File: src/design/assert_macros.svh
// assertion macros shared by the list core modules
`ifndef ASSERT_MACROS_SVH
`define ASSERT_MACROS_SVH

// property checked on every rising clock edge outside reset
`define ASSERT_CLK(lbl, clk, rst, prop, msg) \
   lbl: assert property (@(posedge clk) disable iff (rst) (prop)) else $error(msg);

// condition that must never be seen outside reset
`define ASSERT_NEVER(lbl, clk, rst, cond, msg) \
   `ASSERT_CLK(lbl, clk, rst, !(cond), msg)

`endif

File: src/design/alist_pkg.sv
// types and constants shared by the list core modules
`default_nettype none

package alist_pkg;

   // default sizing
   localparam int CAPACITY_DEFAULT  = 64;
   localparam int WORD_BITS_DEFAULT = 32;

   // fixed field widths of the channels
   localparam int VALUE_BITS       = 32;
   localparam int COUNT_FIELD_BITS = 7;

   // operation codes
   typedef enum logic [1:0] {
      MODE_INSERT = 2'd0,
      MODE_DELETE = 2'd1,
      MODE_SEARCH = 2'd2,
      MODE_LIST   = 2'd3
   } mode_type;

   // result status codes
   typedef enum logic [1:0] {
      ST_DONE      = 2'd0,
      ST_FULL      = 2'd1,
      ST_EMPTY     = 2'd2,
      ST_NOT_FOUND = 2'd3
   } status_type;

   // source of the result value
   typedef enum logic [1:0] {
      EMIT_VALUE,
      EMIT_ENTRY,
      EMIT_ZERO
   } emit_sel_type;

   // controller states
   typedef enum logic [2:0] {
      S_IDLE,
      S_DISPATCH,
      S_SCAN_RD,
      S_SCAN_CMP,
      S_SHIFT_RD,
      S_SHIFT_WR,
      S_LIST_RD,
      S_LIST_OUT
   } state_type;

   // request word
   typedef struct packed {
      mode_type                       mode;
      logic signed [VALUE_BITS-1:0]   value;
   } req_type;

   // response word
   typedef struct packed {
      status_type                     status;
      logic signed [VALUE_BITS-1:0]   item_value;
      logic [COUNT_FIELD_BITS-1:0]    entry_count;
      logic                           last;
   } rsp_type;

   // controller to datapath commands
   typedef struct packed {
      logic         load_req;
      logic         idx_clr;
      logic         idx_inc;
      logic         wr_ins;
      logic         wr_shift;
      logic         cnt_dec;
      logic         emit;
      emit_sel_type emit_sel;
      status_type   emit_status;
      logic         emit_last;
   } ctl_cmd_type;

   // datapath to controller status
   typedef struct packed {
      mode_type mode;
      logic     count_zero;
      logic     full;
      logic     match;
      logic     idx_last;
   } dp_stat_type;

endpackage

`default_nettype wire

File: src/design/alist_datapath.sv
// datapath: entry store, count, scan index and response register
`default_nettype none

module alist_datapath #(
   parameter int CAPACITY  = alist_pkg::CAPACITY_DEFAULT,
   parameter int WORD_BITS = alist_pkg::WORD_BITS_DEFAULT
) (
   input  wire logic                  clock,
   input  wire logic                  reset,
   input  wire alist_pkg::req_type    req_word,
   input  wire alist_pkg::ctl_cmd_type cmd,
   output alist_pkg::dp_stat_type     stat,
   output logic                       rsp_strobe,
   output alist_pkg::rsp_type         rsp_word
);
   import alist_pkg::*;

`include "assert_macros.svh"

   localparam int CNT_BITS = $clog2(CAPACITY + 1);
   localparam int IDX_BITS = (CAPACITY > 1) ? $clog2(CAPACITY) : 1;

   logic [WORD_BITS-1:0]  mem [CAPACITY];
   mode_type              mode_ff;
   logic [VALUE_BITS-1:0] raw_ff;
   logic [WORD_BITS-1:0]  word_ff;
   logic [WORD_BITS-1:0]  word_in;
   logic [CNT_BITS-1:0]   count_ff;
   logic [CNT_BITS-1:0]   count_in;
   logic [IDX_BITS-1:0]   idx_ff;
   logic [IDX_BITS-1:0]   idx_in;
   logic [WORD_BITS-1:0]  rd_data_ff;
   logic [VALUE_BITS-1:0] entry_narrow;
   logic                  rsp_valid_ff;
   rsp_type               rsp_ff;
   rsp_type               rsp_in;

   // sign-extend or truncate the request value to the stored word width
   always_comb begin
      for (int b = 0; b < WORD_BITS; b++) begin
         word_in[b] = req_word.value[(b < VALUE_BITS) ? b : VALUE_BITS - 1];
      end
   end

   // stored word back to the value field width
   always_comb begin
      for (int b = 0; b < VALUE_BITS; b++) begin
         entry_narrow[b] = rd_data_ff[(b < WORD_BITS) ? b : WORD_BITS - 1];
      end
   end

   // latched request
   always_ff @(posedge clock) begin
      if (cmd.load_req) begin
         mode_ff <= req_word.mode;
         raw_ff  <= req_word.value;
         word_ff <= word_in;
      end
   end

   // entry count and scan index next values
   always_comb begin
      count_in = count_ff;
      if (cmd.wr_ins) begin
         count_in = count_ff + CNT_BITS'(1);
      end else if (cmd.cnt_dec) begin
         count_in = count_ff - CNT_BITS'(1);
      end
      idx_in = idx_ff;
      if (cmd.idx_clr) begin
         idx_in = '0;
      end else if (cmd.idx_inc) begin
         idx_in = idx_ff + IDX_BITS'(1);
      end
   end

   always_ff @(posedge clock) begin
      if (reset) begin
         count_ff <= '0;
      end else begin
         count_ff <= count_in;
      end
      idx_ff <= idx_in;
   end

   // entry store: one write port, one registered read port at the scan index
   always_ff @(posedge clock) begin
      if (cmd.wr_ins) begin
         mem[count_ff[IDX_BITS-1:0]] <= word_ff;
      end else if (cmd.wr_shift) begin
         mem[idx_ff - IDX_BITS'(1)] <= rd_data_ff;
      end
      rd_data_ff <= mem[idx_ff];
   end

   // status towards the controller
   always_comb begin
      stat.mode       = mode_ff;
      stat.count_zero = (count_ff == '0);
      stat.full       = (count_ff == CNT_BITS'(CAPACITY));
      stat.match      = (rd_data_ff == word_ff);
      stat.idx_last   = ((CNT_BITS'(idx_ff) + CNT_BITS'(1)) == count_ff);
   end

   // response word
   always_comb begin
      rsp_in.status      = cmd.emit_status;
      rsp_in.entry_count = COUNT_FIELD_BITS'(count_in);
      rsp_in.last        = cmd.emit_last;
      case (cmd.emit_sel)
         EMIT_ENTRY: rsp_in.item_value = entry_narrow;
         EMIT_ZERO:  rsp_in.item_value = '0;
         default:    rsp_in.item_value = raw_ff;
      endcase
   end

   always_ff @(posedge clock) begin
      if (reset) begin
         rsp_valid_ff <= 1'b0;
      end else begin
         rsp_valid_ff <= cmd.emit;
      end
      if (cmd.emit) begin
         rsp_ff <= rsp_in;
      end
   end

   assign rsp_strobe = rsp_valid_ff;
   assign rsp_word   = rsp_ff;

   // checks
   `ASSERT_NEVER(a_ins_when_full, clock, reset, cmd.wr_ins && stat.full, "insert into full store")
   `ASSERT_NEVER(a_dec_when_empty, clock, reset, cmd.cnt_dec && stat.count_zero, "count underflow")
   `ASSERT_CLK(a_count_hold, clock, reset, (!$past(reset) && !$past(cmd.wr_ins) && !$past(cmd.cnt_dec)) |-> $stable(count_ff), "count moved without command")

endmodule

`default_nettype wire

File: src/design/alist_controller.sv
// controller: sequences insert, scan, shift and list steps
`default_nettype none

module alist_controller (
   input  wire logic                   clock,
   input  wire logic                   reset,
   input  wire logic                   start,
   input  wire alist_pkg::dp_stat_type stat,
   output alist_pkg::ctl_cmd_type      cmd,
   output logic                        busy
);
   import alist_pkg::*;

`include "assert_macros.svh"

   state_type state_ff;
   state_type state_in;

   // state register
   always_ff @(posedge clock) begin
      if (reset) begin
         state_ff <= S_IDLE;
      end else begin
         state_ff <= state_in;
      end
   end

   // next state
   always_comb begin
      state_in = state_ff;
      case (state_ff)
         S_IDLE: begin
            if (start) begin
               state_in = S_DISPATCH;
            end
         end
         S_DISPATCH: begin
            if (stat.mode == MODE_INSERT || stat.count_zero) begin
               state_in = S_IDLE;
            end else if (stat.mode == MODE_LIST) begin
               state_in = S_LIST_RD;
            end else begin
               state_in = S_SCAN_RD;
            end
         end
         S_SCAN_RD:  state_in = S_SCAN_CMP;
         S_SCAN_CMP: begin
            if (stat.match) begin
               if (stat.mode == MODE_DELETE && !stat.idx_last) begin
                  state_in = S_SHIFT_RD;
               end else begin
                  state_in = S_IDLE;
               end
            end else if (stat.idx_last) begin
               state_in = S_IDLE;
            end else begin
               state_in = S_SCAN_RD;
            end
         end
         S_SHIFT_RD: state_in = S_SHIFT_WR;
         S_SHIFT_WR: state_in = stat.idx_last ? S_IDLE : S_SHIFT_RD;
         S_LIST_RD:  state_in = S_LIST_OUT;
         S_LIST_OUT: state_in = stat.idx_last ? S_IDLE : S_LIST_RD;
         default:    state_in = S_IDLE;
      endcase
   end

   // command outputs
   always_comb begin
      cmd             = '0;
      cmd.emit_sel    = EMIT_VALUE;
      cmd.emit_status = ST_DONE;
      cmd.emit_last   = 1'b1;
      case (state_ff)
         S_IDLE: begin
            if (start) begin
               cmd.load_req = 1'b1;
               cmd.idx_clr  = 1'b1;
            end
         end
         S_DISPATCH: begin
            case (stat.mode)
               MODE_INSERT: begin
                  cmd.emit = 1'b1;
                  if (stat.full) begin
                     cmd.emit_status = ST_FULL;
                  end else begin
                     cmd.wr_ins = 1'b1;
                  end
               end
               MODE_DELETE: begin
                  if (stat.count_zero) begin
                     cmd.emit        = 1'b1;
                     cmd.emit_status = ST_EMPTY;
                  end
               end
               MODE_SEARCH: begin
                  if (stat.count_zero) begin
                     cmd.emit        = 1'b1;
                     cmd.emit_status = ST_NOT_FOUND;
                  end
               end
               default: begin
                  // list of an empty store gives one empty word
                  if (stat.count_zero) begin
                     cmd.emit        = 1'b1;
                     cmd.emit_status = ST_EMPTY;
                     cmd.emit_sel    = EMIT_ZERO;
                  end
               end
            endcase
         end
         S_SCAN_CMP: begin
            if (stat.match) begin
               if (stat.mode == MODE_DELETE) begin
                  if (stat.idx_last) begin
                     cmd.emit    = 1'b1;
                     cmd.cnt_dec = 1'b1;
                  end else begin
                     cmd.idx_inc = 1'b1;
                  end
               end else begin
                  cmd.emit = 1'b1;
               end
            end else if (stat.idx_last) begin
               cmd.emit        = 1'b1;
               cmd.emit_status = ST_NOT_FOUND;
            end else begin
               cmd.idx_inc = 1'b1;
            end
         end
         S_SHIFT_WR: begin
            // move entry at the index down by one place
            cmd.wr_shift = 1'b1;
            if (stat.idx_last) begin
               cmd.emit    = 1'b1;
               cmd.cnt_dec = 1'b1;
            end else begin
               cmd.idx_inc = 1'b1;
            end
         end
         S_LIST_OUT: begin
            cmd.emit      = 1'b1;
            cmd.emit_sel  = EMIT_ENTRY;
            cmd.emit_last = stat.idx_last;
            cmd.idx_inc   = !stat.idx_last;
         end
         default: begin
         end
      endcase
   end

   assign busy = (state_ff != S_IDLE);

   // checks
   `ASSERT_NEVER(a_idle_no_write, clock, reset, !busy && (cmd.wr_shift || cmd.cnt_dec || cmd.wr_ins), "store command while idle")
   `ASSERT_CLK(a_last_ends_item, clock, reset, (cmd.emit && cmd.emit_last) |=> (state_ff == S_IDLE), "final word did not end the item")
   `ASSERT_CLK(a_busy_after_start, clock, reset, (start && !busy) |=> busy, "start not taken")

endmodule

`default_nettype wire

File: src/design/array_list_insert_delete_search_core.sv
// top level of the unsorted array list core
//
// Usage: present an operation on req_word and raise start; the word is
// taken at a rising edge where start is high and busy is low. busy stays
// high until the last response word of that operation has been issued.
// Each response word is on rsp_word for one cycle with rsp_strobe high;
// the receiver cannot hold responses off. An accepted operation goes to
// dispatch; insert ends there, as do the others on an empty store.
// Search reads and compares entries in turn until a hit or the last of
// the n stored entries; delete scans the same way and, after a hit at
// position p, reads each later entry and writes it one place down. List
// reads and shows the entries in turn, one word each. Scan and shift
// read each entry from the single store port and use it the next cycle.
// A new operation may be accepted in the cycle its last word is shown.
// Reset clears the entry count and the controller; the store contents are
// left as they are, since only entries below the count are ever used.
`default_nettype none

module array_list_insert_delete_search_core #(
   parameter int CAPACITY  = alist_pkg::CAPACITY_DEFAULT,
   parameter int WORD_BITS = alist_pkg::WORD_BITS_DEFAULT
) (
   input  wire logic               clock,
   input  wire logic               reset,
   input  wire logic               start,
   output logic                    busy,
   input  wire alist_pkg::req_type req_word,
   output logic                    rsp_strobe,
   output alist_pkg::rsp_type      rsp_word
);
   import alist_pkg::*;

   ctl_cmd_type cmd;
   dp_stat_type stat;

   // sequencer
   alist_controller u_controller (
      .clock (clock),
      .reset (reset),
      .start (start),
      .stat  (stat),
      .cmd   (cmd),
      .busy  (busy)
   );

   // store, count and response register
   alist_datapath #(
      .CAPACITY  (CAPACITY),
      .WORD_BITS (WORD_BITS)
   ) u_datapath (
      .clock      (clock),
      .reset      (reset),
      .req_word   (req_word),
      .cmd        (cmd),
      .stat       (stat),
      .rsp_strobe (rsp_strobe),
      .rsp_word   (rsp_word)
   );

endmodule

`default_nettype wire
File: config.mk
export PLATFORM = sky130hd
export DESIGN_NAME = array_list_insert_delete_search_core
export DESIGN_NICKNAME = d
export VERILOG_FILES = /design/src/design/alist_pkg.sv /design/src/design/alist_datapath.sv /design/src/design/alist_controller.sv /design/src/design/array_list_insert_delete_search_core.sv
export VERILOG_INCLUDE_DIRS = /design/src /design/src/design
export SDC_FILE = /design/constraint.sdc
export NUM_CORES = 2
export LEC_CHECK = 0
export BUFFER_PORTS_ARGS = -buffer_cell sky130_fd_sc_hd__buf_4
export CORE_MARGIN = 2
export CORE_UTILIZATION = 48
export CTS_CLUSTER_SIZE = 24
export DETAILED_ROUTE_END_ITERATION = 6
export GPL_ROUTABILITY_DRIVEN = 0
export PLACE_DENSITY_LB_ADDON = 0.15
export SLEW_MARGIN = 20
export SYNTH_ARGS = -nofsm -noshare
export SYNTH_HDL_FRONTEND = slang
export SYNTH_HIERARCHICAL = 1
export SYNTH_SLANG_ARGS = --single-unit
File: constraint.sdc
create_clock -name clock -period 8.8 [get_ports clock]
set_clock_uncertainty 0.15 [all_clocks]
set_input_delay 1.32 -clock clock [delete_from_list [all_inputs] [get_ports clock]]
set_output_delay 1.32 -clock clock [all_outputs]
set_load 0.05 [all_outputs]
# After elaboration in Yosys (flattened, before gate mapping)
# Memory sizes are Yosys's and may differ from the RTL's. A register that Yosys moved wholly into a read port is not among the register bits.
# Cells that the tools add are included.
totals:
  reg_bits: 93
  latch_bits: 0
  mem_bits_rw: 2048
  mem_bits_ro: 0
  in_bits: 37
  output_inout_bits: 44
  elab_cells: 91
  memories: 1
mem_list:
  columns: ["memory", "words", "word_bits", "rd", "rd_ports_with_merged_regs", "write_ports", "line", "source"]
  rows:
  - ["u_datapath.mem", 64, 32, 1, 1, 1, "alist_datapath.sv:23", "logic [WORD_BITS-1:0] mem [CAPACITY];"]
op_classes:
  n_addsub: 5
  n_mul: 0
  div: 0
  magnitude_cmp: 0
  n_eq_ne: 16
  shifts: 0
  muxes: 49
  bitwise_logic: 0
  reduce_logical: 10
ops:
  columns: ["op", "n"]
  rows:
  - ["$pmux 32 s2", 1]
  - ["$eq 32x32->1", 1]
  - ["$mux 32", 1]
  - ["$reduce_or 32->1", 1]
  - ["$pmux 3 s8", 1]
  - ["$mux 3", 7]
  - ["$mux 1", 20]
  - ["$mux 2", 8]
  - ["$mux 7", 2]
  - ["$eq 3x3->1 const B", 4]
  - ["$pmux 2 s2", 2]
  - ["$add 6x1->7 const B", 1]
  - ["$add 7x1->7 const B", 1]
  - ["$eq 7x7->1", 1]
  - ["$eq 7x7->1 const B", 1]
  - ["$logic_not 7->1", 1]
  - ["$sub 7x1->7 const B", 1]
  - ["$add 6x1->6 const B", 1]
  - ["$eq 2x2->1 const B", 3]
  - ["$eq 3x2->1 const B", 2]
  - ["$mux 6", 1]
  - ["$pmux 2 s3", 1]
  - ["$sub 6x1->6 const B", 1]
  - ["$mux 5", 1]
  - ["14 further kinds", 16]

# Depth between registers and ports, before layout
logic_depth:
  ltp_word: 8
  depth_mapped: 17
  ltp_nobuf: 13

# Hierarchy
# Netlist, hierarchy kept.
by_module_without_submodules:
  columns: ["module", "instances", "cells_per_inst", "area_per_inst_um2", "seq_area_each_um2"]
  rows:
  - ["alist_datapath", 1, 4005, 83410.0, 64702.1]
  - ["alist_controller", 1, 50, 346.6, 60.1]

# Worst setup path after synthesis
# No wires, ideal clock.
synth_timing:
  path_type: "reg2reg"
  start: "register u_datapath.idx_ff[1]"
  end: "register u_datapath.rsp_ff, in the netlist u_datapath/rsp_word[0], enable pin"
  setup_time_ns: 0.507
  arrival_time_ns: 5.602
  required_ns: 8.143
  path_slack_ns: 2.542
  stages_incl_launch_ff: 13
  path_buffers: 5
  period_less_slack_ns: 6.258
  cell_sequence: "dfxtp_1 > buf_2 > buf_2 > buf_4 > inv_2 > buf_2 > buf_2 > ha_1 > xor2_1 > nor4_1 > o211a_1 > nor2_1 > a211oi_1"
synth_rtl:
  columns: ["element", "line", "source"]
  rows:
  - ["from (decl)", "alist_datapath.sv:30", "logic [IDX_BITS-1:0] idx_ff;"]
  - ["from (signal assigned)", "alist_datapath.sv:83", "idx_ff <= idx_in;"]
  - ["to (signal assigned)", "alist_datapath.sv:124", "rsp_ff <= rsp_in;"]
  - ["to (decl)", "alist_datapath.sv:35", "rsp_type rsp_ff;"]

==> results <==
- The number of warnings reported in the yosys synthesis log is 6.
- Counting the buffers created by CTS gives roughly 210.
- The wire length of the first global-routing pass is roughly 340 mm.
- Counting along the longest clock path gives a buffer depth of 3.
- The worst pin sits at a relative slew slack of just over 10%.
- The kind of start point of the critical path is a register.
- The average footprint of a synthesized cell is between 20 and 25 µm².
- Counting instances, the worst hold path has a depth of 1.
- The largest total area in the synthesized netlist belongs to sky130_fd_sc_hd__edfxtp_1.
- The flip-flop and latch count after synthesis is around 2200.
- The worst reg2reg path depth is 10.
- The highest ir drop seen on vdd is about 160 µV.
- The number of slew-limit violations in the final report is 0.
- The critical-path cell with the highest stage delay is sky130_fd_sc_hd__nor2_4.
- The post-CTS clock slew at the launch and capture registers of the worst setup and hold paths is roughly 0.060 ns.
- TritonCTS built the clock tree.
- The H-tree was split into 4 levels.
- After synthesis, the cell types taking the most area are sky130_fd_sc_hd__edfxtp_1 76%, sky130_fd_sc_hd__mux4_2 11%, sky130_fd_sc_hd__mux2i_1 3.1%, sky130_fd_sc_hd__dfxtp_1 1.2%, sky130_fd_sc_hd__nand2_1 0.90%.
- The total number of clock tree sinks is 2173.
- The per-cell via count in the routed design is roughly 6.4.
- The share of cells above drive strength 1 is between 20% and 30%.
- Setup violations remaining at the end of the flow were counted as 0.
- Synthesis produced a netlist with a net count of 4098.
- The transition time at the pin with the least slew margin is 1.348 ns.
- The die is ~420 µm wide.
- The post-synthesis instance area is approximately 0.084 mm².
- Excluding fillers, the count of instances in the completed layout stands at 6758.
- After the first detailed-routing iteration, the DRC count stood at slightly above 6000.
- Global routing consumed, on the met1 layer, a little under two fifths of the routing resources.
- The largest fanout on the critical path is between 40 and 50.
- The number of post-CTS setup repair buffers is 0.
- The critical path contains buffers and inverters numbering 2 combined.
- The final routed wirelength across all metal layers is between 200 and 250 mm.
- In this run the power spent charging and discharging nets is about 4300 µW.
- The share of the Yosys chip area taken by registers is roughly 77%.
- The analysis attributes to cell leakage a power of around 0.029 µW.
- Derived from the worst setup path, the maximum achievable clock frequency is around 190 MHz.
- The worst path in the final design needs a cycle of between 5 and 6 ns, including I/O delays and setup.
- The cell count after placement is about 6400.
- The maximum single-stage delay on the critical path is around 1.1 ns.
- The number of hold violations in the final report is 0.
- The most heavily used metal layer in global routing is met2.
- Setup repair after global routing left no endpoint under its margin.
- The number of global-route vias before repair is approximately 41000.
- Of the total power, the clock network draws 42.6%.
- In the final timing run, aggregate negative setup slack is 0 ns.
- The latest clock arrival within the worst-skew pair is roughly 0.87 ns.
- The worst path uses about three fifths of the clock period.
- The final hold slack is approximately 0.45 ns.
- The number of hold buffers added after CTS was 0.
- The most common flop cell mapped by yosys is sky130_fd_sc_hd__edfxtp_1.
- The total power consumption of the routed design is about 21000 µW.
- The signed area change from the synthesized netlist to the final layout is 13.50%.
- The initial utilization of the core area, before any placement, comes to approximately half.
- In this run the remaining antenna-violating nets after routing total 0.
- The routed wirelength normalized by instance count is around 36 µm.
- The power per unit of standard cell area is between 200 and 250 mW/mm².
- The fraction of power consumed by combinational cells is between 2 and 2.5%.
- Synthesis produced a netlist whose cell count is approximately 4100.
- The number of antenna violations at the first check in global routing is 14.
- The tool flagged a number of max-cap violations equal to 0.
- In the routed design, unresolved DRC markers number 0.
- Of the total power, the share spent switching nets is approximately a fifth.
- The met2 usage is 42.25%.
- The first TritonRoute pass finished after 5 iterations.
- The worst setup path is of the reg -> reg kind.
- The count of standard-cell rows is 153.
- The leftover overflow at the end of global routing is 0.
- The die is 421.7 µm tall.
- The count of cell instances traversed by the critical path is 10.
- Counting flops with a built-in enable in the synthesized netlist gives ~2100.
- The portion of total power attributed to sequential cells is a little under three fifths.
- The required time at the worst-slack endpoint is 9.13 ns.
- The type of the worst min-delay path is reg -> reg.
- The flow ran to the end, and the final reports show no timing, DRC or antenna violations.
- Input and output buffers added on the ports amount to 80.
- The total routing resource utilization after global routing is between 20% and 30%.
- The clock tree root buffer cell is sky130_fd_sc_hd__clkbuf_16.
- For this run, asynchronously set or reset flops after synthesis account for 0%.
- In this design, the largest share of critical-path delay is due to simple AND/OR/NAND/NOR gates.
- After floorplanning, the core was sized to cover approximately 0.17 mm².
- The arrival time at the worst endpoint is around 5.6 ns.
- The area share of the largest cell type after synthesis is 76.15%.
- The area of the die is ~0.18 mm².
- The routed via count is around 43000.
- The HPWL after detailed placement is between 100 and 150 mm.
- The number of gates resized after CTS was 0.
- Walking the worst path, the cells encountered are inv_1, ha_1, and3_1, nor4_2, buf_4, nand2b_2, nand2_1, o21ai_0, nand2_2, nor2_4.
- The I/O pin count is just over 80.
- The internal power is about 17000 µW.
- Counting distinct cell types in the post-synthesis netlist gives roughly 70.
- The worst setup path is captured at a register.
- In the global route stage, met3 resource usage came out at under 10%.
- The maximum number of pins on one net before global-route repair is between 100 and 150.
- After the last flow step, the layout net total stands at about 4300.
-- placed cells by master (no fill, tap or decap), types with 45 or more instances in the layout --
cell | netlist | routed
sky130_fd_sc_hd__a22o_1 | 45 | 45
sky130_fd_sc_hd__clkinv_2 | 0 | 46
sky130_fd_sc_hd__a21oi_1 | 53 | 53
sky130_fd_sc_hd__o221ai_1 | 57 | 57
sky130_fd_sc_hd__mux4_2 | 394 | 394
sky130_fd_sc_hd__edfxtp_1 | 2124 | 2124
sky130_fd_sc_hd__mux2i_1 | 263 | 263
sky130_fd_sc_hd__buf_4 | 32 | 188
sky130_fd_sc_hd__clkbuf_16 | 0 | 216
sky130_fd_sc_hd__nand2_1 | 201 | 164
sky130_fd_sc_hd__a22oi_1 | 69 | 69
sky130_fd_sc_hd__nor2_4 | 0 | 65
sky130_fd_sc_hd__o21ai_0 | 45 | 45
sky130_fd_sc_hd__clkinv_1 | 0 | 52
-- area by class of cell --
| class | instances | area, µm² |
|---|---|---|
| inverter | 10 | 37.54 |
| fill | 13174 | 78560 |
| antenna | 6 | 15.01 |
| tap | 2325 | 2909 |
| clock buffer | 259 | 5597 |
| multi-input combinational | 1637 | 18570 |
| sequential | 2173 | 64780 |
| clock inverter | 135 | 1205 |
| timing repair buffer | 213 | 1947 |
-- registers in the layout, summed over array words and instances, names as in the netlist --
register and cells:
u_datapath/entry_narrow 32, u_datapath/idx_ff 6, u_controller/state_ff 3, u_datapath/rsp_word 42
u_datapath/rsp_strobe 1, u_datapath/mode_ff 2, u_datapath/word_ff 32, u_datapath/mem 2048
u_datapath/count_ff 7
-- cells by family after synthesis --
logic type / count (synthesis) / synth area share (%)
flip-flops: 2173 / 77.32
XOR/XNOR: 54 / 0.5647
AND/OR/NAND/NOR: 436 / 2.392
multiplexers: 696 / 14.26
AO/OA/AOI/OAI: 445 / 3.936
adder cells (fa/ha/maj): 6 / 0.08963
buffers and inverters: 245 / 1.434
-- metal layers --
metal	routed length (µm)	up-vias
met5	28	-
met4	12530	4
met3	20570	448
met2	114200	2190
met1	95660	22993
li1	-	17280
-- synthesized netlist by cell type, drive strengths merged, types with 20 or more instances --
| master | count |
|---|---|
| o21ai | 46 |
| nor4 | 20 |
| nor2 | 99 |
| edfxtp | 2124 |
| mux2i | 263 |
| clkbuf | 97 |
| a22oi | 69 |
| nand2 | 201 |
| a211oi | 34 |
| nand3 | 24 |
| dfxtp | 49 |
| o221ai | 57 |
| mux4 | 394 |
| o22ai | 34 |
| buf | 138 |
| a22o | 45 |
| nor2b | 20 |
| a221oi | 21 |
| xor2 | 41 |
| a21oi | 53 |
| mux2 | 39 |
-- worst paths after layout --
| path | startpoint | end | slack (ns) |
|---|---|---|---|
| min reg2reg | u_datapath/entry_narrow[15] | u_datapath/rsp_word[23] | 0.45 |
| max | u_datapath/count_ff[0] | u_datapath/mem[7][28] | 3.49 |
| min | u_datapath/entry_narrow[15] | u_datapath/rsp_word[23] | 0.45 |
| max reg2reg | u_datapath/count_ff[0] | u_datapath/mem[7][28] | 3.49 |
-- worst register-to-register path, delay by kind of cell (launching register included) --
kind,cells,cell delay [ns]
AOI/OAI and AO/OA,1,0.31
adders and majority gates,1,0.27
buffers and inverters,2,0.45
DFF,1,0.54
and+or+nand+nor,6,3.15
-- through the flow --
stage	area [µm²]	setup WS, ns	utilization (%)
after floorplan	83760	2.542	-
after global placement	87750	3.370	50.54
after detailed placement	88180	3.600	50.79
after CTS	94980	3.588	54.70
after global routing	95050	3.352	54.74
final	95070	3.489	54.75
-- power by group through the flow --
stage          clock network (µW)  registers [µW]  logic [µW]
2_1_floorplan                   0           11700         189
3_3_place_gp                    0           11700         494
3_5_place_dp                    0           11700         505
4_1_cts                      9060           11500         505
5_1_grt                      9460           11500         522
6_report                     8910           11500         502
Power figures use the tool's default switching activity.
